### config.mk
export PLATFORM = sky130hd
export DESIGN_NAME = vidd_cell
export DESIGN_NICKNAME = d
export VERILOG_FILES = /design/src/rtl/assert_macros.svh /design/src/rtl/vidd_pkg.sv /design/src/rtl/vidd_cell.sv
export SDC_FILE = /design/constraint.sdc
export NUM_CORES = 1
export LEC_CHECK = 0
export ABC_AREA = 1
export BUFFER_PORTS_ARGS = -buffer_cell sky130_fd_sc_hd__buf_2
export CORE_UTILIZATION = 37
export CTS_CLUSTER_SIZE = 16
export DETAILED_ROUTE_END_ITERATION = 7
export MAX_ROUTING_LAYER = met4
export SYNTH_ARGS = -nofsm -noshare
export SYNTH_HDL_FRONTEND = slang
export SYNTH_SLANG_ARGS = --single-unit
### constraint.sdc
create_clock -name clk -period 2.8 [get_ports clk]
set_input_delay 0.42 -clock clk [delete_from_list [all_inputs] [get_ports clk]]
set_output_delay 0.42 -clock clk [all_outputs]
set_load 0.01 [all_outputs]
### src/rtl/assert_macros.svh
`ifndef ASSERT_MACROS_SVH
`define ASSERT_MACROS_SVH

// Check a condition at every clock edge outside reset.
`define VIDD_ASSERT_ALWAYS(label, cond, msg) \
	label: assert property (@(posedge clk) disable iff (!arst_n) (cond)) else $error(msg);

// Check an implication; cons may open with a ## delay.
`define VIDD_ASSERT_IMPL(label, ante, cons, msg) \
	label: assert property (@(posedge clk) disable iff (!arst_n) (ante) |-> cons) \
		else $error(msg);

`endif

### src/rtl/vidd_pkg.sv
package vidd_pkg;

	localparam int MAX_VERTICES = 1024;

	// entries held by one cell of the match chain
	localparam int SLOTS = 8;
	localparam int SLOT_W = $clog2(SLOTS);
	localparam int NUM_CELLS = (MAX_VERTICES + SLOTS - 1) / SLOTS;
	localparam int CELL_W = (NUM_CELLS > 1) ? $clog2(NUM_CELLS) : 1;
	localparam int ADDR_W = CELL_W + SLOT_W;
	localparam int WIDE_W = ADDR_W + 1;
	localparam int CNT_W = $clog2(MAX_VERTICES + 1);

	localparam int FIELD_W = 16;
	localparam int VIDX_W = 10;
	localparam int UCNT_W = 11;

	typedef struct packed {
		logic [FIELD_W-1:0] pos;
		logic [FIELD_W-1:0] tex;
		logic [FIELD_W-1:0] nrm;
	} key_t;

	typedef struct packed {
		logic              valid;
		key_t              key;
		logic              found;
		logic [ADDR_W-1:0] vid;
	} tok_t;

	typedef struct packed {
		logic              en;
		logic [ADDR_W-1:0] addr;
		key_t              key;
	} wr_t;

	typedef struct packed {
		logic [VIDX_W-1:0]  vertex_index;
		logic               is_new;
		logic               overflow;
		logic [FIELD_W-1:0] pos_out;
		logic [FIELD_W-1:0] tex_out;
		logic [FIELD_W-1:0] nrm_out;
		logic [FIELD_W-1:0] joint_out;
		logic [FIELD_W-1:0] weight_out;
		logic [UCNT_W-1:0]  unique_count;
		logic [FIELD_W-1:0] corner_count;
	} res_t;

	typedef enum logic {
		ST_IDLE,
		ST_SEARCH
	} state_t;

endpackage

### src/rtl/vidd_cell.sv
module vidd_cell (
	input  logic                        clk,
	input  logic                        arst_n,
	input  logic [vidd_pkg::CELL_W-1:0] cell_id,
	input  logic [vidd_pkg::CNT_W-1:0]  count,
	input  vidd_pkg::wr_t               wr,
	input  vidd_pkg::tok_t              tok_in,
	output vidd_pkg::tok_t              tok_out
);

	vidd_pkg::key_t                slot_q [vidd_pkg::SLOTS];
	logic [vidd_pkg::ADDR_W-1:0]   idx [vidd_pkg::SLOTS];
	logic [vidd_pkg::SLOTS-1:0]    hit;
	vidd_pkg::tok_t                tok_q;
	vidd_pkg::tok_t                tok_nxt;

	for (genvar g = 0; g < vidd_pkg::SLOTS; g++) begin : g_slot
		assign idx[g] = {cell_id, vidd_pkg::SLOT_W'(g)};
		// only entries below the fill count hold live triples
		assign hit[g] = (vidd_pkg::WIDE_W'(idx[g]) < vidd_pkg::WIDE_W'(count))
			&& (slot_q[g] == tok_in.key);

		always_ff @(posedge clk) begin
			if (wr.en && (wr.addr == idx[g])) begin
				slot_q[g] <= wr.key;
			end
		end
	end

	always_comb begin
		tok_nxt = tok_in;
		if (tok_in.valid && !tok_in.found) begin
			// walk downward so the lowest matching slot wins
			for (int j = vidd_pkg::SLOTS - 1; j >= 0; j--) begin
				if (hit[j]) begin
					tok_nxt.found = 1'b1;
					tok_nxt.vid = idx[j];
				end
			end
		end
	end

	always_ff @(posedge clk or negedge arst_n) begin
		if (!arst_n) begin
			tok_q <= '0;
		end else begin
			tok_q <= tok_nxt;
		end
	end

	assign tok_out = tok_q;

endmodule

==> results.txt, run 1 <==
Tcrit/Tclk final: 0.747
yosys warns: 0
nets: 1863
maxcap violations: 0
detailed router's first-iteration violation count: 570
final setup TNS: 0 ns
final WL: 42500 um
slew of the pin with the lowest slew margin: 0.873 ns
Antenna Nets Post-Route: 0
Psw: 0.00309 W
Worst Path Buf+Inv: 0
final hold violations: 0
CP Launch Type: flop
Worst R2R End: tok_out[5]
worst hold path endpoint: tok_out[7]
gpl congestion: 0.795
Peak supply drop: 427 uV
Die ar.: 52800 um2
hpwl dp: 28400 um
CP cell instances: xor2_1 > nor2_1 > nand2_1 > nor3_1 > nand2_1 > nor2_2 > nand3_2 > nand2_1 > nor2_2 > nand2_4 > nand2_4 > nand2_1 > nand2_1
Overall Global Routing Usage: 0.168
Num CTS Buffers: 49
start of the worst register-to-register path: slot_q[0][58]
root buf cell: clkbuf_16
r2r setup slk: 0.71 ns
Min Clock Period, post-route: 2.09 ns
placed cell count: 2343
Cell Count, Final, Fillers Out: 2438
initial antenna violation count: 3
Final Max Tran Viols: 0
worst-skew pair later-pin latency: 0.58 ns
PwrDens: 634 nW/um2
CP max stage cell: edfxtp_1
Post-CTS Setup Bufs: 0
CP Capture Type: flop
Synth Area per Inst: 12.8 um2
clock share of power: 0.435
leakage: 8.39 nW
Avg Vias per Cell: 4.53
row count: 83
commonest cells after routing, fill and taps aside: 384 x edfxtp_1, 280 x nand2_1, 211 x xnor2_1
Synth Flop Type: edfxtp_1
drt first pass iters: 8
Int Pwr: 0.0112 W
I/O Buffers: 198
Net Sw Frac: 0.216
fmax: 478 MHz
CP max stage delay: 0.39 ns
Post-Syn Area: 19200 um2
Clock Skews: 0.0121 ns
required time worst endpoint: 3.26 ns
Hold Crit Class: in2reg
Worst EP arrival: 2.55 ns
DIE HEIGHT: 230 um
WL/cell: 17.4 um
fin util: 0.439
CP top delay family: simple AND/OR/NAND/NOR gates
hold depth: 3
combinational power share: 0.057
largest net degree at the start of global routing: 61
Post-synth EDFFs: 384
CP Max Fanout: 8
initial core utilization: 0.375
number of synthesized register bits: 444
critical path type: reg2reg
status: complete, but fails checks
Syn Inst Count: 1498
DRC viols: 2
syn nets: 1645
vias in the first global route: 11000
synth unique cells: 32
most common cell after layout, fill and taps aside: edfxtp_1
first-pass GRT wire length: 64800 um
failing checks: design-rule violations
worst-case clock buffer depth: 3
final setup violation count: 0
HP Start: tok_in[7]
post-synthesis sequential area ratio: 0.678
Max-slew headroom: 0.418
Layout area overhead: 17.3%
clk sinks: 444
Reg power frac: 0.507
Vias: 11000
Post-synth ARST share: 0.135
TritonCTS clock tree: built
H-tree levels: 2
global route overflow: 0
RSZ-0062 raised after global routing: false
Reg clk slew, reported paths: 0.06 ns
most frequent CP cell: nand2_1
core area: 51300 um2
share of layout cells above drive strength 1: 0.185
Die W: 230 um
Reg2Reg Depth: 13
IO Pins: 199
## registers in the layout, indices dropped and copies added, names as in the netlist
register and flops:
slot_q 384, tok_out 60
## synth_stat cells (2+ instances only)
| master | instances | area (um2) |
|---|---|---|
| inv_1 | 94 | 353 |
| nand2_2 | 3 | 18.8 |
| xor2_1 | 104 | 911 |
| edfxtp_1 | 384 | 11500 |
| buf_4 | 33 | 248 |
| nand3_1 | 54 | 270 |
| nand2_4 | 2 | 22.5 |
| or2_2 | 7 | 43.8 |
| nor3_1 | 43 | 215 |
| or2_1 | 19 | 119 |
| xnor2_1 | 211 | 1850 |
| nand3_2 | 3 | 30.0 |
| dfrtp_1 | 60 | 1500 |
| ha_1 | 8 | 100 |
| nand4_1 | 24 | 150 |
| o21ai_0 | 4 | 20.0 |
| nand2_1 | 280 | 1050 |
| inv_2 | 8 | 30.0 |
| buf_2 | 4 | 20.0 |
| nor2_2 | 6 | 37.5 |
| a21oi_1 | 8 | 40.0 |
| buf_6 | 11 | 124 |
| nor4_1 | 2 | 12.5 |
| nor2_1 | 112 | 420 |
| or2_0 | 7 | 43.8 |
## kinds of logic (layout without fill, tap and decap cells)
group | count (synthesis) | in the layout | synth area share
xor+xnor | 315 | 315 | 0.144
buf+inv | 151 | 408 | 0.0405
simple gates | 565 | 565 | 0.128
other cells | 0 | 3 | 0
fa+ha+maj | 8 | 8 | 0.00521
flops | 444 | 444 | 0.678
compound gates | 15 | 15 | 0.00410
## what timing repair did
action | CTS | global route
endpoints found under the setup margin | 0 | 0
endpoints found under the hold margin | 28 | 0
hold buffers | 2 | 0
gates resized for setup | 0 | 0
## tightest hold or removal path: stages
cell     delay (ns)
buf_2          0.08
nand2_1        0.04
nand2_1        0.05
## power by group through the flow
stage          Clock (W)  Sequential, W  Combinational (W)
2_1_floorplan          0        0.00742           0.000477
3_3_place_gp           0        0.00739           0.000823
3_5_place_dp           0        0.00739           0.000836
4_1_cts          0.00639        0.00725           0.000843
5_1_grt          0.00664        0.00725           0.000924
6_report         0.00622        0.00725           0.000819
## metrics by stage
step / worst slack [ns] / instance area (um2) / power, W / hold WS [ns]
after floorplan: -0.707 / 19200 / 0.00790 / 0.124
after global placement: 0.311 / 21000 / 0.00821 / 0.547
after detailed placement: 0.317 / 21000 / 0.00823 / 0.548
after CTS: 0.665 / 22500 / 0.0145 / 0.00190
after global routing: 0.506 / 22500 / 0.0148 / 0.0396
final: 0.707 / 22500 / 0.0143 / 0.0482
## final cells by class
cell class,count,area [um2]
Antenna cell,3,7.51
Clock buffer,73,1410
Clock inverter,17,145
Fill cell,4721,28800
Inverter,103,387
Multi-Input combinational cell,903,5460
Sequential cell,444,13000
Tap cell,680,851
Timing Repair Buffer,215,1240
## worst max-delay path by stage
stage | endpoint | slack [ns] | start | depth (start not counted)
detailed placement | tok_out[9] | 0.32 | cell_id[6] | 16
global placement | tok_out[9] | 0.31 | cell_id[5] | 13
global route | tok_out[8] | 0.51 | slot_q[0][14] | 13
floorplan | slot_q[0][0] | -0.71 | cell_id[1] | 4
finish | tok_out[5] | 0.71 | slot_q[0][58] | 13
CTS | tok_out[5] | 0.66 | slot_q[0][58] | 13
## per-layer routing
metal | share of wire | track usage | routed length, um
met1 | 0.42 | 0.206 | 18000
met2 | 0.50 | 0.284 | 21300
met3 | 0.053 | 0.0335 | 2250
met4 | 0.021 | 0.0399 | 879
met5 | 0 | - | 0
Note: power is estimated with default switching activity, not from simulation.
==> run 2, diff against run 1 <==
clock period = 1.8 ns   (was 2.8 ns; I/O delays follow)
==> run 2 against run 1 <==
  * The flow finishes with violations (negative setup slack)
  * First-iteration DRC count up 14%
  * Non-clock buffer count up 208
  * Sequential share of layout area down 4.7 points
  * Largest power group unchanged
  * Highest routed layer unchanged
==> results.txt, run 2 (synthesized netlist as in run 1, its figures left out) <==
largest net degree at the start of global routing: 39
failing checks: negative setup slack
largest reg by FF count: slot_q
fin worst setup slack: -0.285 ns
combinational power share: 0.073
row count: 83
total power: 0.0224 W
share of layout cells above drive strength 1: 0.230
initial antenna violation count: 7
core area: 51300 um2
detailed router's first-iteration violation count: 647
clock share of power: 0.424
first-pass GRT wire length: 69400 um
CP Launch Type: flop
PwrDens: 913 nW/um2
CP max stage cell: edfxtp_1
max FFs per register: 384
final hold violations: 0
placed cell count: 2450
commonest cells after routing, fill and taps aside: 384 x edfxtp_1, 274 x nand2_1, 207 x xnor2_1
H-tree levels: 2
Max-slew headroom: 0.733
Avg Vias per Cell: 4.50
worst-case clock buffer depth: 3
Vias: 11900
fmax: 480 MHz
leakage: 9.37 nW
Die ar.: 52800 um2
Place WS: -0.532 ns
Peak supply drop: 710 uV
Min Clock Period, post-route: 2.09 ns
required time worst endpoint: 2.32 ns
RSZ-0062 raised after global routing: true
Net Sw Frac: 0.219
Hold Crit Class: in2reg
status: complete, but fails checks
TritonCTS clock tree: built
final WL: 46100 um
worst-skew pair later-pin latency: 0.59 ns
CP cell instances: xnor2_1 > nand3_1 > nor3_2 > buf_4 > nand2_2 > nor2_1 > buf_4 > nand4_1 > nand2_2 > nor2_2 > nand2_4 > buf_4 > nand3_1 > nand2_1
CP Max Fanout: 7
gpl congestion: 0.854
clk sinks: 444
most common cell after layout, fill and taps aside: edfxtp_1
nets: 2071
Layout area overhead: 27.7%
Clock Skews: 0.0125 ns
Antenna Nets Post-Route: 0
Final Max Tran Viols: 0
Psw: 0.00490 W
DRC viols: 0
critical path type: reg2reg
IO Pins: 199
DIE HEIGHT: 230 um
Tcrit/Tclk final: 1.16
hpwl dp: 31800 um
Cell Count, Final, Fillers Out: 2648
final setup violation count: 11
root buf cell: clkbuf_16
most frequent CP cell: buf_4
Reg clk slew, reported paths: 0.06 ns
I/O Buffers: 198
Reg power frac: 0.503
# fillers: 4548
final setup TNS: -2.57 ns
global route overflow: 0
Die W: 230 um
CP Capture Type: flop
slew of the pin with the lowest slew margin: 0.398 ns
Worst EP arrival: 2.60 ns
WL/cell: 17.4 um
drt first pass iters: 5
vias in the first global route: 12000
CP max stage delay: 0.41 ns
Num CTS Buffers: 49
maxcap violations: 0
Int Pwr: 0.0175 W
Overall Global Routing Usage: 0.180
initial core utilization: 0.375
## run 2: path summary, 6_finish.rpt
path	start	endpoint	slack (ns)	cells after the start
setup / recovery	slot_q[0][106]	tok_out[4]	-0.29	14
hold / removal	wr[30]	slot_q[0][78]	0.02	1
setup reg to reg	slot_q[0][106]	tok_out[4]	-0.29	14
hold reg to reg	slot_q[0][186]	tok_out[0]	1.00	9
max in group asynchronous	arst_n	tok_out[20]	1.08	3
min in group asynchronous	arst_n	tok_out[35]	0.16	2
## run 2: critical path: cells and delay by family (launching register included)
kind,cells,cell delay [ns]
XOR/XNOR,1,0.16
buffers and inverters,3,0.45
flip-flops,1,0.41
AND/OR/NAND/NOR,10,0.98
## run 2: per-stage QoR
step / area, um2 / util / hold slack (ns)
after floorplan: 19300 / - / -0.0256
after global placement: 21900 / 0.427 / 0.232
after detailed placement: 21900 / 0.427 / 0.239
after CTS: 24500 / 0.477 / 0.000171
after global routing: 24500 / 0.478 / 0.0136
final: 24500 / 0.478 / 0.0159
## run 2: layer usage
layer,GRT usage,wire length [um],vias to the layer above
li1,-,-,5843
met1,0.225,20200,5744
met2,0.297,22800,262
met3,0.0309,2000,74
met4,0.0579,1080,0
met5,-,0,-
## run 2: final cells by class
class / instances / area (um2) / share of cell area
Clock buffer: 68 / 1350 / 0.0550
Antenna cell: 7 / 17.5 / 0.000714
Sequential cell: 444 / 13000 / 0.531
Multi-Input combinational cell: 903 / 5590 / 0.228
Tap cell: 680 / 851 / 0.0347
Clock inverter: 20 / 150 / 0.00612
Timing Repair Buffer: 423 / 3160 / 0.129
Inverter: 103 / 387 / 0.0158
## run 2: timing repair
action                                  in CTS  in global routing
hold endpoints to repair                   426                  0
pin swaps                                    3                  8
gates resized for setup                      9                 17
endpoints found under the setup margin      11                 11
gates cloned                                 0                  0
buffers inserted                             1                  2
hold buffers                               101                  0
## run 2: power by group through the flow
stage / Sequential [W] / Clock (W) / Combinational (W)
after CTS: 0.0113 / 0.00980 / 0.00166
after global placement: 0.0115 / 0 / 0.00146
after detailed placement: 0.0115 / 0 / 0.00148
final: 0.0113 / 0.00949 / 0.00164
after floorplan: 0.0115 / 0 / 0.000752
after global routing: 0.0113 / 0.0101 / 0.00181
